`src/hdl/ssg_pkg.sv`:
```
// Shared types and constants for the spiral scan coordinate generator.
package ssg_pkg;

    // Fixed field widths.
    localparam int COORD_W   = 7;
    localparam int GRID_W    = 8;
    localparam int CFG_IDX_W = 1;

    // Configuration register indexes.
    localparam logic [CFG_IDX_W-1:0] CFG_GRID_ROWS = 1'd0;
    localparam logic [CFG_IDX_W-1:0] CFG_GRID_COLS = 1'd1;

    // Request operation codes.
    localparam logic OP_START = 1'b0;
    localparam logic OP_NEXT  = 1'b1;

    // Walk headings, turning clockwise.
    localparam logic [1:0] HEAD_EAST  = 2'd0;
    localparam logic [1:0] HEAD_SOUTH = 2'd1;
    localparam logic [1:0] HEAD_WEST  = 2'd2;
    localparam logic [1:0] HEAD_NORTH = 2'd3;

    // Input request payload.
    typedef struct packed {
        logic               operation;
        logic [COORD_W-1:0] start_row;
        logic [COORD_W-1:0] start_col;
    } t_in_req;

    // Result payload.
    typedef struct packed {
        logic [COORD_W-1:0] row;
        logic [COORD_W-1:0] col;
        logic               valid_res;
        logic               last;
        logic               error;
    } t_out_res;

    // Controller states.
    typedef enum logic [1:0] {
        ST_IDLE,
        ST_WALK,
        ST_EMIT
    } t_state;

    // Commands from the controller to the datapath.
    typedef struct packed {
        logic start;
        logic clear;
        logic step;
        logic load_out;
    } t_cmd;

    // Status from the datapath to the controller.
    typedef struct packed {
        logic active;
        logic hit;
    } t_status;

endpackage

```
`src/hdl/spiral_scan_coordinate_generator.sv`:
```
// Top level of the spiral scan coordinate generator.
// Walks an outward clockwise spiral over a rows x cols grid, first heading east.
// Input channel (i_in_valid / o_in_ready / i_in_data): a start request loads the
// start cell and the current grid size and returns that cell; a next request
// walks the spiral, also off the grid, to the next in-grid cell and returns it.
// Output channel (o_out_valid / i_out_ready / o_out_data): one result per request,
// with last set on the final cell, valid_res clear after completion and error set
// for a start cell outside the grid.
// Configuration: i_cfg_we writes i_cfg_data to grid_rows (index 0) or grid_cols
// (index 1); a new size takes effect at the next start.
// Sequencing: a start request, or a next request after completion, goes from the
// idle state to the emit state; a next request that walks passes through the walk
// state, where the walk unit makes one step per cycle up to the next in-grid cell.
// Requests are handled one at a time; a new request is accepted while the
// previous result still waits in the output register. When the receiver stalls,
// the next result waits in the datapath and the block stops taking requests.
// Reset empties the output, sets the grid to 1 x 1 and leaves the spiral inactive.
module spiral_scan_coordinate_generator
    import ssg_pkg::*;
#(
    parameter int MAX_DIM = 128
) (
    input  logic                 i_clk,
    input  logic                 i_rst_n,
    input  logic                 i_in_valid,
    output logic                 o_in_ready,
    input  t_in_req              i_in_data,
    output logic                 o_out_valid,
    input  logic                 i_out_ready,
    output t_out_res             o_out_data,
    input  logic                 i_cfg_we,
    input  logic [CFG_IDX_W-1:0] i_cfg_index,
    input  logic [GRID_W-1:0]    i_cfg_data
);

    t_cmd    cmd;
    t_status status;

    // Sequencing and handshakes.
    ssg_ctrl u_ctrl (
        .i_clk       (i_clk),
        .i_rst_n     (i_rst_n),
        .i_in_valid  (i_in_valid),
        .i_op        (i_in_data.operation),
        .i_out_ready (i_out_ready),
        .i_status    (status),
        .o_in_ready  (o_in_ready),
        .o_out_valid (o_out_valid),
        .o_cmd       (cmd)
    );

    // Walk state, grid size and result registers.
    ssg_dp #(
        .MAX_DIM (MAX_DIM)
    ) u_dp (
        .i_clk       (i_clk),
        .i_rst_n     (i_rst_n),
        .i_cfg_we    (i_cfg_we),
        .i_cfg_index (i_cfg_index),
        .i_cfg_data  (i_cfg_data),
        .i_req       (i_in_data),
        .i_cmd       (cmd),
        .o_status    (status),
        .o_res       (o_out_data)
    );

endmodule

```
`src/hdl/ssg_dp.sv`:
```
// Datapath of the spiral scan generator: grid registers, walk state and result registers.
module ssg_dp
    import ssg_pkg::*;
#(
    parameter int MAX_DIM = 128
) (
    input  logic                 i_clk,
    input  logic                 i_rst_n,
    input  logic                 i_cfg_we,
    input  logic [CFG_IDX_W-1:0] i_cfg_index,
    input  logic [GRID_W-1:0]    i_cfg_data,
    input  t_in_req              i_req,
    input  t_cmd                 i_cmd,
    output t_status              o_status,
    output t_out_res             o_res
);

    localparam int DW  = $clog2(MAX_DIM + 1);
    localparam int CW  = DW + 3;
    localparam int LW  = DW + 2;
    localparam int CNW = 2 * DW;

    logic [GRID_W-1:0]    r_grid_rows;
    logic [GRID_W-1:0]    r_grid_cols;
    logic [DW-1:0]        r_lat_rows;
    logic [DW-1:0]        r_lat_cols;
    logic [CNW-1:0]       r_area;
    logic signed [CW-1:0] r_walk_row;
    logic signed [CW-1:0] r_walk_col;
    logic [1:0]           r_heading;
    logic [LW-1:0]        r_leg;
    logic [LW-1:0]        r_steps;
    logic [CNW-1:0]       r_cells;
    logic                 r_active;
    t_out_res             r_res;
    t_out_res             r_out;

    logic [DW-1:0]        clamp_rows;
    logic [DW-1:0]        clamp_cols;
    logic                 start_inside;
    logic                 start_single;
    logic signed [CW-1:0] n_row;
    logic signed [CW-1:0] n_col;
    logic [LW-1:0]        steps_inc;
    logic                 leg_end;
    logic [1:0]           n_heading;
    logic                 n_hit;
    logic [CNW-1:0]       cells_inc;
    logic                 walk_done;

    // Saturate a grid size at the largest supported dimension.
    function automatic logic [DW-1:0] clamp_dim(input logic [GRID_W-1:0] v);
        if (32'(v) > MAX_DIM) begin
            clamp_dim = DW'(MAX_DIM);
        end else begin
            clamp_dim = DW'(v);
        end
    endfunction

    // Take the low bits of a non-negative walk coordinate.
    function automatic logic [COORD_W-1:0] to_coord(input logic signed [CW-1:0] x);
        logic [31:0] w;
        w = 32'(x);
        to_coord = w[COORD_W-1:0];
    endfunction

    // Configuration writes.
    always_ff @(posedge i_clk) begin
        if (!i_rst_n) begin
            r_grid_rows <= GRID_W'(1);
            r_grid_cols <= GRID_W'(1);
        end else if (i_cfg_we) begin
            case (i_cfg_index)
                CFG_GRID_ROWS: r_grid_rows <= i_cfg_data;
                CFG_GRID_COLS: r_grid_cols <= i_cfg_data;
                default: ;
            endcase
        end
    end

    // Start cell check against the current grid size.
    always_comb begin
        clamp_rows   = clamp_dim(r_grid_rows);
        clamp_cols   = clamp_dim(r_grid_cols);
        start_inside = (32'(i_req.start_row) < 32'(clamp_rows))
                    && (32'(i_req.start_col) < 32'(clamp_cols));
        start_single = (clamp_rows == DW'(1)) && (clamp_cols == DW'(1));
    end

    // One spiral step and the in-grid test of the cell it reaches.
    always_comb begin
        n_row = r_walk_row;
        n_col = r_walk_col;
        case (r_heading)
            HEAD_EAST:  n_col = r_walk_col + CW'(1);
            HEAD_SOUTH: n_row = r_walk_row + CW'(1);
            HEAD_WEST:  n_col = r_walk_col - CW'(1);
            HEAD_NORTH: n_row = r_walk_row - CW'(1);
            default:    n_row = r_walk_row;
        endcase
        steps_inc = r_steps + LW'(1);
        leg_end   = (steps_inc >= r_leg);
        n_heading = r_heading + 2'd1;
        n_hit     = !n_row[CW-1] && !n_col[CW-1]
                 && (n_row[CW-2:0] < (CW-1)'(r_lat_rows))
                 && (n_col[CW-2:0] < (CW-1)'(r_lat_cols));
        cells_inc = r_cells + CNW'(1);
        walk_done = (cells_inc >= r_area);
    end

    // Spiral control state.
    always_ff @(posedge i_clk) begin
        if (!i_rst_n) begin
            r_walk_row <= '0;
            r_walk_col <= '0;
            r_heading  <= HEAD_EAST;
            r_leg      <= LW'(1);
            r_steps    <= '0;
            r_cells    <= '0;
            r_active   <= 1'b0;
            r_lat_rows <= DW'(1);
            r_lat_cols <= DW'(1);
            r_area     <= CNW'(1);
        end else if (i_cmd.start) begin
            r_lat_rows <= clamp_rows;
            r_lat_cols <= clamp_cols;
            r_area     <= CNW'(clamp_rows) * CNW'(clamp_cols);
            r_walk_row <= CW'($signed({1'b0, i_req.start_row}));
            r_walk_col <= CW'($signed({1'b0, i_req.start_col}));
            r_heading  <= HEAD_EAST;
            r_leg      <= LW'(1);
            r_steps    <= '0;
            r_cells    <= start_inside ? CNW'(1) : '0;
            r_active   <= start_inside && !start_single;
        end else if (i_cmd.step) begin
            r_walk_row <= n_row;
            r_walk_col <= n_col;
            if (leg_end) begin
                r_steps   <= '0;
                r_heading <= n_heading;
                if (n_heading == HEAD_EAST || n_heading == HEAD_WEST) begin
                    r_leg <= r_leg + LW'(1);
                end
            end else begin
                r_steps <= steps_inc;
            end
            if (n_hit) begin
                r_cells  <= cells_inc;
                r_active <= !walk_done;
            end
        end
    end

    // Pending result, built while the output register may still be occupied.
    always_ff @(posedge i_clk) begin
        if (i_cmd.start) begin
            r_res.row       <= start_inside ? i_req.start_row : '0;
            r_res.col       <= start_inside ? i_req.start_col : '0;
            r_res.valid_res <= start_inside;
            r_res.last      <= start_inside && start_single;
            r_res.error     <= !start_inside;
        end else if (i_cmd.clear) begin
            r_res <= '0;
        end else if (i_cmd.step && n_hit) begin
            r_res.row       <= to_coord(n_row);
            r_res.col       <= to_coord(n_col);
            r_res.valid_res <= 1'b1;
            r_res.last      <= walk_done;
            r_res.error     <= 1'b0;
        end
    end

    // Output register.
    always_ff @(posedge i_clk) begin
        if (i_cmd.load_out) begin
            r_out <= r_res;
        end
    end

    assign o_status.active = r_active;
    assign o_status.hit    = n_hit;
    assign o_res           = r_out;

`ifndef ASSERT_OFF
    a_hit_makes_cell: assert property (@(posedge i_clk) disable iff (!i_rst_n)
        (i_cmd.step && n_hit) |=> (r_res.valid_res && !r_res.error))
        else $error("step onto a grid cell did not produce a valid result");

    a_error_no_cell: assert property (@(posedge i_clk) disable iff (!i_rst_n)
        $past(i_cmd.start) |-> !(r_res.error && r_res.valid_res))
        else $error("start result flags both error and a cell");

    a_cells_bound: assert property (@(posedge i_clk) disable iff (!i_rst_n)
        r_active |-> (r_cells < r_area))
        else $error("spiral active with every cell already emitted");
`endif

endmodule

```
`src/hdl/ssg_ctrl.sv`:
```
// Controller of the spiral scan generator: request handshake, walk sequencing, output valid.
module ssg_ctrl
    import ssg_pkg::*;
(
    input  logic    i_clk,
    input  logic    i_rst_n,
    input  logic    i_in_valid,
    input  logic    i_op,
    input  logic    i_out_ready,
    input  t_status i_status,
    output logic    o_in_ready,
    output logic    o_out_valid,
    output t_cmd    o_cmd
);

    t_state r_state;
    t_state n_state;
    logic   r_out_valid;
    logic   n_out_valid;

    // State and output valid registers.
    always_ff @(posedge i_clk) begin
        if (!i_rst_n) begin
            r_state     <= ST_IDLE;
            r_out_valid <= 1'b0;
        end else begin
            r_state     <= n_state;
            r_out_valid <= n_out_valid;
        end
    end

    // Next state and commands.
    always_comb begin
        n_state     = r_state;
        n_out_valid = r_out_valid && !i_out_ready;
        o_cmd       = '0;
        o_in_ready  = 1'b0;
        case (r_state)
            ST_IDLE: begin
                o_in_ready = 1'b1;
                if (i_in_valid) begin
                    if (i_op == OP_START) begin
                        o_cmd.start = 1'b1;
                        n_state     = ST_EMIT;
                    end else if (i_status.active) begin
                        n_state = ST_WALK;
                    end else begin
                        o_cmd.clear = 1'b1;
                        n_state     = ST_EMIT;
                    end
                end
            end
            ST_WALK: begin
                o_cmd.step = 1'b1;
                if (i_status.hit) begin
                    n_state = ST_EMIT;
                end
            end
            ST_EMIT: begin
                if (!r_out_valid || i_out_ready) begin
                    o_cmd.load_out = 1'b1;
                    n_out_valid    = 1'b1;
                    n_state        = ST_IDLE;
                end
            end
            default: n_state = ST_IDLE;
        endcase
    end

    assign o_out_valid = r_out_valid;

`ifndef ASSERT_OFF
    a_emit_sets_valid: assert property (@(posedge i_clk) disable iff (!i_rst_n)
        (r_state == ST_EMIT && (!r_out_valid || i_out_ready)) |=> r_out_valid)
        else $error("result register loaded without raising valid");

    a_walk_active: assert property (@(posedge i_clk) disable iff (!i_rst_n)
        (r_state == ST_WALK) |-> i_status.active)
        else $error("walking while the spiral is inactive");

    a_idle_next: assert property (@(posedge i_clk) disable iff (!i_rst_n)
        (r_state == ST_IDLE && i_in_valid && i_op == OP_NEXT && !i_status.active)
        |=> (r_state == ST_EMIT))
        else $error("next request after completion did not go to emit");
`endif

endmodule
```
`config.mk`:
```
export PLATFORM = sky130hd
export DESIGN_NAME = spiral_scan_coordinate_generator
export DESIGN_NICKNAME = d
export VERILOG_FILES = /design/src/hdl/ssg_pkg.sv /design/src/hdl/spiral_scan_coordinate_generator.sv /design/src/hdl/ssg_dp.sv /design/src/hdl/ssg_ctrl.sv
export SDC_FILE = /design/constraint.sdc
export NUM_CORES = 1
export LEC_CHECK = 0
export BUFFER_PORTS_ARGS = -buffer_cell sky130_fd_sc_hd__clkbuf_2
export CAP_MARGIN = 20
export CORE_MARGIN = 5
export CORE_UTILIZATION = 50
export DETAILED_ROUTE_END_ITERATION = 8
export HOLD_SLACK_MARGIN = 0.12
export PLACE_DENSITY = 0.67
export SLEW_MARGIN = 10
export SYNTH_ARGS = -nofsm -noshare
export SYNTH_HDL_FRONTEND = slang
export SYNTH_SLANG_ARGS = --single-unit
```
`constraint.sdc`:
```
create_clock -name i_clk -period 8.15 [get_ports i_clk]
set_clock_uncertainty 0.2 [all_clocks]
set_input_delay 0.4075 -clock i_clk [delete_from_list [all_inputs] [get_ports i_clk]]
set_output_delay 0.4075 -clock i_clk [all_outputs]
set_load 0.01 [all_outputs]
```
==> flow_metrics.py, run 1 <==
metrics = {
    "clock_tree": {
        "cts_buffers": 17,
        "h-tree-depth": 4,
        "cts.clk_slew.worst_paths_ns": 0.07,
        "clk_latency_ns": 0.43,
        "clock-root-buffer": "clkbuf_16",
        "clock_sinks": 146,
        "cts_tree": "built",
        "cts_buffer_depth": 2,
        "postCtsSetupRepairBufs": 0,
    },
    "die": {
        "die_h_um": 156,
        "num_rows": 53,
        "core_area_sq_um": 21000,
        "die_w_um": 156,
        "start_util_pct": 50.5,
        "die-area_sq_um": 24200,
        "pin_count": 48,
    },
    "yosys": {
        "yosysSeqAreaShare_pct": 30.8,
        "synth_fp_nets": 1424,
        "ys_async_sr_fraction_pct": 0,
        "synth_cell_types": 73,
        "ys_ff_latch": 146,
        "avgSynthCellArea_sq_um": 8.53,
        "synthTopCellsByArea": "dfxtp_1 21%, ha_1 14%, edfxtp_1 9.6%, fa_1 7.2%, nand2_1 5.0%",
        "synth_largest_area_cell": "dfxtp_1",
        "yosys_warnings": 0,
        "synth_edf_count": 34,
        "synthDominantCellAreaShare_pct": 21.2,
        "synthCells": 1242,
        "synth_area_sq_um": 10600,
        "ys.flop_type": "dfxtp_1",
    },
    "power": {
        "power.switching_mw": 0.489,
        "combPwrFrac_pct": 12.8,
        "intPower_mw": 1.31,
        "seqPwrFrac_pct": 43.5,
        "p_leak_nw": 5.12,
        "p_per_area_nw_per_um2": 153,
        "pwr-share-clk_pct": 43.7,
        "p_sw_share_pct": 27.1,
        "ir_worst_vdd_uv": 126,
    },
    "worst_setup_path": {
        "path_cells": "clkinv_1 -> nand2_1 -> nor2_1 -> fa_1 -> inv_1 -> fa_1 -> inv_1 -> fa_1 -> inv_1 -> fa_1 -> inv_1 -> ha_1 -> a21boi_0 -> o211ai_1 -> a21oi_1 -> nor3_1 -> or3_1 -> a31oi_1",
        "cp_data_arrival_time_ns": 5.70,
        "worst_setup_path_start_kind": "register",
        "critPathMaxStageDelay_ns": 0.54,
        "endpoint_kind": "register",
        "critPathMaxFanout": 16,
        "crit_slowest_cell": "fa_1",
        "critPathKind": "reg -> reg",
        "cp.required_ns": 8.30,
    },
    "timing": {
        "tightest_slew_ns": 0.925,
        "slew_headroom_pct": 38.2,
        "fin_crit_sh_pct": 68.1,
        "post-route-min-period_ns": 5.55,
        "tns_ns": 0,
        "max_freq_ghz": 0.180,
        "hold_viol": 0,
        "rsz0062_at_grt": "no",
        "setup_violations": 0,
        "drv_slew": 0,
    },
    "final_layout": {
        "multiInputGateArea_sq_um": 6700,
        "drive_gt1_share_pct": 8.47,
        "regArea_sq_um": 3260,
        "mostFrequentLayoutCell": "nand2_1",
        "n_fill_cell": 1972,
        "final_cell_mix": "140 x nand2_1, 121 x nor2_1, 115 x ha_1",
        "fin_nets": 1467,
        "fin_util_pct": 56.1,
        "antenna_cells": 0,
        "synthToLayoutAreaGrowth_pct": 11.1,
    },
    "placement": {
        "io_buffers": 47,
        "routabilityCongestion": 0.925,
        "dp.final_hpwl_mm": 18.9,
    },
    "hold_path": {
        "hp-class": "in -> reg",
    },
    "detailed_routing": {
        "num_vias": 8883,
        "drtAntennaViolNets": 0,
        "routed_via_density": 5.65,
        "drtPass1Iterations": 6,
        "drt_wl_total_mm": 25.3,
        "drtIter0Drc": 748,
        "drc": 0,
        "wl_per_cell_um": 16.1,
    },
    "global_route": {
        "grt_pass1_vias": 8376,
        "grt_max_degree": 74,
        "grt_overflow_total": 0,
        "grt_pass1_wl_mm": 42.0,
        "track_usage_pct": 21.3,
        "antenna_found_initial": 1,
    },
    "run_status": {
        "status": "finished clean",
    },
    "job": {
        "drv_cap": 0,
    },
}
-- Yosys cell counts, drive strengths merged (3+ instances only) --
cell type    n
xor2        32
nand4b       4
a31oi        7
a32o         7
or2          3
o311ai       4
edfxtp      34
clkinv       5
dfxtp      112
buf          6
a41oi        3
or4          9
and3        15
o21a         9
nor2       123
ha         115
and2         4
a21oi       96
nor4         4
o22ai        3
or3         17
a2111oi      4
nand2b      10
a22oi        8
nand4       13
nand2      140
clkbuf      42
nor2b       16
nand3       51
inv        102
a21o        20
a211oi      19
xnor2       22
fa          38
o31ai        9
o211ai      17
o21ai       56
nor3        16
mux2i       17
a31o         3
-- through the flow --
step | total power, mW | area [sq um] | setup slack (ns) | hold slack, ns | instances
6_report | 1.80 | 11800 | 2.60 | 0.138 | 1573
5_1_grt | 1.88 | 11800 | 2.17 | 0.129 | 1573
4_1_cts | 1.82 | 11800 | 2.61 | 0.126 | 1573
3_5_place_dp | 1.02 | 11000 | 2.64 | 0.205 | 1527
3_3_place_gp | 1.02 | 11000 | 2.77 | 0.204 | 1526
2_1_floorplan | 0.953 | 10600 | 2.28 | 0.200 | 1242
-- timing repair --
action	in CTS	in global routing
endpoints found under the setup margin	0	0
hold endpoints to repair	22	0
hold buffers	14	0
resized for setup	0	0
-- power by group through the flow --
stage / clock network, mW / logic [mW] / registers, mW
3_5_place_dp: 0 / 0.223 / 0.801
4_1_cts: 0.804 / 0.229 / 0.785
5_1_grt: 0.838 / 0.256 / 0.787
2_1_floorplan: 0 / 0.155 / 0.798
3_3_place_gp: 0 / 0.219 / 0.800
6_report: 0.788 / 0.230 / 0.785
-- cells by family after synthesis --
group	Yosys count	synth area share, %
AND/OR/NAND/NOR	431	18.9
AO/OA/AOI/OAI	284	17.1
buffers and inverters	155	6.04
adder cells (fa/ha/maj)	153	20.8
flip-flops	146	30.8
XOR/XNOR	54	4.54
multiplexers	19	1.86
-- cell type report --
class                      count  share of cell area [%]
inverter                     107                    3.42
clock inverter                12                   0.968
tap                          275                    2.93
clock buffer                  20                    4.11
multi-input combinational    941                    56.9
timing repair buffer          72                    3.89
sequential                   146                    27.7
-- registers in the layout, indices dropped and copies added, names as in the netlist, 10 cells and up --
name	count
u_dp.o_res	17
u_dp.r_area	16
u_dp.r_cells	16
u_dp.r_leg	10
u_dp.r_res	17
u_dp.r_steps	10
u_dp.r_walk_col	11
u_dp.r_walk_row	11
-- layer usage --
layer	wire (um)	share of wire, %	track usage [%]
met3	1720	6.8	3.62
met5	0	0	0
met2	11300	45	33.9
met1	11900	47	30.4
met4	399	1.6	5.42
-- worst max-delay path: cells and delay by family, from the launching register on --
family / cells / cell delay (ns)
AND/OR/NAND/NOR: 4 / 1.03
buffers and inverters: 5 / 0.60
adder cells (fa/ha/maj): 5 / 2.38
flip-flops: 1 / 0.48
AO/OA/AOI/OAI: 4 / 0.80
-- final timing paths --
| kind | startpoint | endpoint | slack [ns] | cells after the start |
|---|---|---|---|---|
| setup / recovery | u_dp.r_grid_rows[7] | u_dp.r_area[15] | 2.60 | 18 |
| hold / removal | i_in_data[6] | u_dp.r_walk_col[6] | 0.14 | 3 |
| hold reg to reg | u_dp.r_res[11] | u_dp.o_res[11] | 0.22 | 0 |
| setup reg to reg | u_dp.r_grid_rows[7] | u_dp.r_area[15] | 2.60 | 18 |
Power figures use the tool's default switching activity.
==> run 2: changes to the inputs <==
PLACE_DENSITY = 0.7   (was 0.67)
clock period = 5 ns   (was 8.15 ns; I/O delays follow)
==> run 2 against run 1 <==
Effect of this change:
- clock power grew 65%
- largest power group unchanged
- first-iteration DRC count shrank 9.5%
- flip-flop and latch count unchanged
- sequential share of layout area shrank 1.1 points
- register-to-register slack worse by 2.3 ns
- non-clock buffer count is 51 higher
==> flow_metrics.py, run 2 (synthesized netlist as in run 1, its figures left out) <==
metrics = {
    "run_status": {
        "status": "finished clean",
    },
    "placement": {
        "postPlaceCellArea_sq_um": 11300,
        "io_buffers": 47,
        "routabilityCongestion": 0.919,
        "dp.final_hpwl_mm": 19.4,
    },
    "clock_tree": {
        "cts_buffers": 17,
        "cts.clk_slew.worst_paths_ns": 0.07,
        "clock_sinks": 146,
        "h-tree-depth": 4,
        "clk_latency_ns": 0.43,
        "cts_buffer_depth": 2,
        "clock-root-buffer": "clkbuf_16",
        "cts_tree": "built",
    },
    "final_layout": {
        "mostFrequentLayoutCell": "nand2_1",
        "antenna_cells": 0,
        "drive_gt1_share_pct": 12.1,
        "fin_nets": 1519,
        "final_cell_mix": "139 x nand2_1, 121 x nor2_1, 112 x ha_1",
        "synthToLayoutAreaGrowth_pct": 15.7,
        "fin_util_pct": 58.5,
        "final_area_sq_um": 12300,
    },
    "detailed_routing": {
        "drtAntennaViolNets": 0,
        "drt_wl_total_mm": 26.1,
        "num_vias": 9074,
        "routed_via_density": 5.58,
        "drc": 0,
        "drtPass1Iterations": 5,
        "wl_per_cell_um": 16.0,
        "drtIter0Drc": 677,
    },
    "power": {
        "pwr-share-clk_pct": 43.5,
        "intPower_mw": 2.17,
        "combPwrFrac_pct": 13.8,
        "ir_worst_vdd_uv": 243,
        "p_per_area_nw_per_um2": 244,
        "seqPwrFrac_pct": 42.7,
        "p_sw_share_pct": 27.5,
        "p_total_mw": 2.99,
        "power.switching_mw": 0.824,
        "p_leak_nw": 5.36,
    },
    "timing": {
        "drv_slew": 0,
        "whs_ns": 0.140,
        "setup_violations": 0,
        "hold_viol": 0,
        "post-route-min-period_ns": 4.75,
        "rsz0062_at_grt": "yes",
        "tightest_slew_ns": 0.829,
        "slew_headroom_pct": 44.6,
        "fin_crit_sh_pct": 94.9,
        "max_freq_ghz": 0.211,
    },
    "global_route": {
        "grt_max_degree": 61,
        "grt_overflow_total": 0,
        "antenna_found_initial": 0,
        "grt_pass1_vias": 8595,
        "track_usage_pct": 21.9,
        "grt_pass1_wl_mm": 43.2,
    },
    "die": {
        "core_area_sq_um": 21000,
        "pin_count": 48,
        "num_rows": 53,
        "die-area_sq_um": 24200,
        "die_h_um": 156,
        "die_w_um": 156,
        "start_util_pct": 50.5,
    },
    "worst_setup_path": {
        "crit_family": "adder cells",
        "worst_setup_path_start_kind": "register",
        "cp_data_arrival_time_ns": 4.90,
        "cp.required_ns": 5.16,
        "path_cells": "buf_4 -> nor2b_1 -> nand2_1 -> fa_1 -> fa_1 -> inv_1 -> fa_1 -> inv_1 -> fa_1 -> inv_1 -> ha_1 -> a21boi_2 -> o211ai_1 -> a21oi_2 -> nor3_1 -> or3_1 -> a31oi_1",
        "path_buf_inv": 4,
        "cp_common_cell": "fa_1",
        "crit_slowest_cell": "fa_1",
        "critPathKind": "reg -> reg",
        "critPathMaxStageDelay_ns": 0.55,
        "critPathMaxFanout": 4,
        "endpoint_kind": "register",
    },
    "job": {
        "drv_cap": 0,
    },
    "hold_path": {
        "hp-class": "in -> reg",
    },
}
-- run 2: cell types whose count changed in the layout (fill, tap and decap cells not counted), sizes merged --
| cell | delta |
|---|---|
| buf | +35 |
| dlygate4sd3 | +16 |
| clkinv | -3 |
| inv | +4 |
-- run 2: power by group through the flow --
| stage | sequential, mW | clock (mW) | combinational, mW |
|---|---|---|---|
| 2_1_floorplan | 1.30 | 0 | 0.255 |
| 3_3_place_gp | 1.30 | 0 | 0.381 |
| 3_5_place_dp | 1.30 | 0 | 0.388 |
| 4_1_cts | 1.28 | 1.32 | 0.408 |
| 5_1_grt | 1.28 | 1.38 | 0.457 |
| 6_report | 1.28 | 1.30 | 0.413 |
-- run 2: area by class of cell --
type	count	area [sq um]
Timing Repair inverter	1	5.00
Clock inverter	12	114
Timing Repair Buffer	123	893
Clock buffer	20	483
Inverter	107	405
Fill cell	1875	8700
Multi-Input combinational cell	941	6750
Sequential cell	146	3270
Tap cell	275	344
-- run 2: timing repair --
item | 4_1_cts | 5_1_grt
hold endpoints to repair | 40 | 0
hold buffers | 30 | 0
buffers inserted | 0 | 2
resized for setup | 0 | 20
endpoints found under the setup margin | 0 | 29
-- run 2: worst paths after layout --
| path | from | to | slack [ns] | depth (start not counted) |
|---|---|---|---|---|
| worst min-delay path | i_rst_n | u_dp.r_grid_rows[0] | 0.14 | 2 |
| worst max-delay path | u_dp.r_grid_rows[7] | u_dp.r_area[15] | 0.25 | 17 |
| worst min register to register | u_dp.r_res[0] | u_dp.o_res[0] | 0.22 | 0 |
| worst max register to register | u_dp.r_grid_rows[7] | u_dp.r_area[15] | 0.25 | 17 |
-- run 2: metrics by stage --
step,setup slack [ns],TNS (ns),cells
floorplan,0.0134,0,1242
global placement,0.177,0,1560
detailed placement,0.0503,0,1560
CTS,0.0393,0,1622
global route,-0.0126,-0.0227,1625
finish,0.253,0,1625
-- run 2: per-layer routing --
metal | share of wire [%] | GRT usage, %
met1 | 46 | 30.8
met2 | 46 | 35.7
met3 | 6.6 | 3.78
met4 | 1.0 | 4.54
met5 | 0 | 0
-- run 2: worst reg2reg max path, stage by stage (launching register included) --
cell      delay, ns
dfxtp_2        0.35
buf_4          0.16
nor2b_1        0.14
nand2_1        0.10
fa_1           0.52
fa_1           0.55
inv_1          0.06
fa_1           0.53
inv_1          0.05
fa_1           0.53
inv_1          0.04
ha_1           0.33
a21boi_2       0.22
o211ai_1       0.13
a21oi_2        0.17
nor3_1         0.08
or3_1          0.36
a31oi_1        0.15
==> run 3: changes to the inputs <==
BUFFER_PORTS_ARGS = -buffer_cell sky130_fd_sc_hd__buf_2   (was -buffer_cell sky130_fd_sc_hd__clkbuf_2)
==> run 3 against run 2 <==
Effect of this change:
- flip-flop and latch count stayed put
- clock power about the same
- critical path depth grew 1
- routed wire length rose by 2.1%
- register-to-register slack worse by 0.05 ns
- sequential share of layout area about the same
- final cell count decreased by 0.12%
- cell area is essentially flat
- highest routed layer is now met5
- utilization hardly changed
- fmax down 1.1%
- first-iteration DRC count rose by 8.0%
- setup slack worse by 0.053 ns
==> flow_metrics.py, run 3 (synthesized netlist as in run 1, its figures left out) <==
metrics = {
    "run_status": {
        "status": "finished clean",
    },
    "detailed_routing": {
        "num_vias": 9255,
        "wl_met3_mm": 1.43,
        "drtAntennaViolNets": 0,
        "drtPass1Iterations": 5,
        "dr.max_layer_used": "met5",
        "met1_length_mm": 12.5,
        "route.met2.wl_mm": 12.1,
        "drc": 0,
        "wl_per_cell_um": 16.4,
        "drtIter0Drc": 731,
        "routed_via_density": 5.70,
        "drt_wl_total_mm": 26.6,
    },
    "timing": {
        "setup_violations": 0,
        "fin_crit_sh_pct": 96.0,
        "slew_headroom_pct": 39.4,
        "drv_slew": 0,
        "whs_ns": 0.188,
        "tightest_slew_ns": 0.909,
        "tns_ns": 0,
        "rsz0062_at_grt": "no",
        "hold_viol": 0,
        "post-route-min-period_ns": 4.80,
        "max_freq_ghz": 0.208,
    },
    "placement": {
        "io_buffers": 47,
        "dp.final_hpwl_mm": 19.4,
        "routabilityCongestion": 0.925,
        "postPlaceCellArea_sq_um": 11300,
    },
    "power": {
        "seqPwrFrac_pct": 42.3,
        "intPower_mw": 2.17,
        "p_leak_nw": 5.34,
        "power.switching_mw": 0.852,
        "p_per_area_nw_per_um2": 247,
        "p_sw_share_pct": 28.2,
        "combPwrFrac_pct": 14.0,
        "pwr-share-clk_pct": 43.7,
        "ir_worst_vdd_uv": 230,
    },
    "global_route": {
        "grt_pass1_vias": 8834,
        "antenna_found_initial": 1,
        "grt_max_degree": 61,
        "track_usage_pct": 22.2,
        "grt_pass1_wl_mm": 43.7,
        "grt_overflow_total": 0,
    },
    "worst_setup_path": {
        "critPathMaxStageDelay_ns": 0.55,
        "reg2reg_from": "u_dp.r_grid_rows[7]",
        "cp_common_cell": "fa_1",
        "path_cells": "buf_4 -> nor2b_2 -> inv_2 -> nor2_1 -> fa_1 -> fa_1 -> fa_1 -> inv_1 -> fa_1 -> inv_1 -> ha_1 -> nand2_1 -> nand2_1 -> a31o_2 -> a41oi_1 -> a211oi_2 -> mux2_2 -> o31ai_1",
        "worst_setup_path_start_kind": "register",
        "startpoint": "u_dp.r_grid_rows[7]",
        "endpoint_kind": "register",
        "crit_slowest_cell": "fa_1",
        "cp_data_arrival_time_ns": 4.92,
        "cp.required_ns": 5.12,
        "critPathKind": "reg -> reg",
        "crit_family": "adder cells",
        "path_buf_inv": 4,
        "critPathMaxFanout": 5,
    },
    "die": {
        "num_rows": 53,
        "die-area_sq_um": 24200,
        "die_h_um": 156,
        "start_util_pct": 50.5,
        "pin_count": 48,
        "core_area_sq_um": 21000,
        "die_w_um": 156,
    },
    "clock_tree": {
        "clock_sinks": 146,
        "clock-root-buffer": "clkbuf_16",
        "cts.clk_slew.worst_paths_ns": 0.07,
        "cts_buffers": 17,
        "h-tree-depth": 4,
        "clk_latency_ns": 0.43,
        "postCtsSetupRepairBufs": 0,
        "cts_tree": "built",
        "cts_buffer_depth": 2,
    },
    "final_layout": {
        "drive_gt1_share_pct": 12.4,
        "regArea_sq_um": 3270,
        "mostFrequentLayoutCell": "nand2_1",
        "multiInputGateArea_sq_um": 6770,
        "fin_nets": 1517,
        "synthToLayoutAreaGrowth_pct": 15.7,
        "final_area_sq_um": 12300,
        "final_cell_mix": "139 x nand2_1, 121 x nor2_1, 113 x ha_1",
        "antenna_cells": 0,
        "n_fill_cell": 1873,
    },
    "hold_path": {
        "hp-class": "in -> reg",
        "hp-start": "i_in_data[14]",
    },
    "job": {
        "drv_cap": 0,
    },
}
==> run 3: layout make-up <==
type                    count  area share, %
flip-flops and latches    146           26.6
multi-input cells         942           55.2
clock buffers              18           3.50
well taps                 275           2.81
inverters                 107           3.28
repair buffers            121           7.17
clock inverters            14           1.37
==> run 3: tightest hold or removal path, stage by stage <==
cell and delay (ns):
buf_2 0.15, nor2_4 0.06, a22oi_1 0.21, a21oi_1 0.09
==> run 3: layer usage <==
layer / GRT usage, % / vias up
met3: 3.09 / 54
met5: 0 / -
met4: 7.42 / 2
met1: 30.5 / 4386
met2: 36.1 / 264
li1: - / 4549
==> run 3: through the flow <==
stage	util, %	power (mW)	setup slack [ns]	cells
floorplan	-	1.56	0.0134	1242
global placement	53.9	1.68	0.157	1560
detailed placement	53.9	1.69	0.0346	1560
CTS	58.2	3.02	0.00890	1622
global route	58.5	3.14	0.00108	1623
finish	58.5	3.02	0.200	1623
==> run 3: final timing paths <==
path / depth (start not counted) / slack (ns) / endpoint
max reg2reg: 18 / 0.20 / u_dp.r_area[14]
max: 18 / 0.20 / u_dp.r_area[14]
min reg2reg: 0 / 0.22 / u_dp.o_res[2]
min: 4 / 0.19 / u_dp.r_walk_col[3]
==> run 3: power groups by stage <==
stage / logic [mW] / registers, mW / clock network (mW)
floorplan: 0.255 / 1.30 / 0
global placement: 0.381 / 1.30 / 0
detailed placement: 0.387 / 1.30 / 0
CTS: 0.406 / 1.28 / 1.34
global route: 0.462 / 1.28 / 1.39
finish: 0.422 / 1.28 / 1.32
==> run 3: repair_timing <==
item | in CTS | in global routing
hold buffers | 30 | 0
hold endpoints to repair | 44 | 0
setup endpoints to repair | 0 | 41
gates resized for setup | 0 | 27
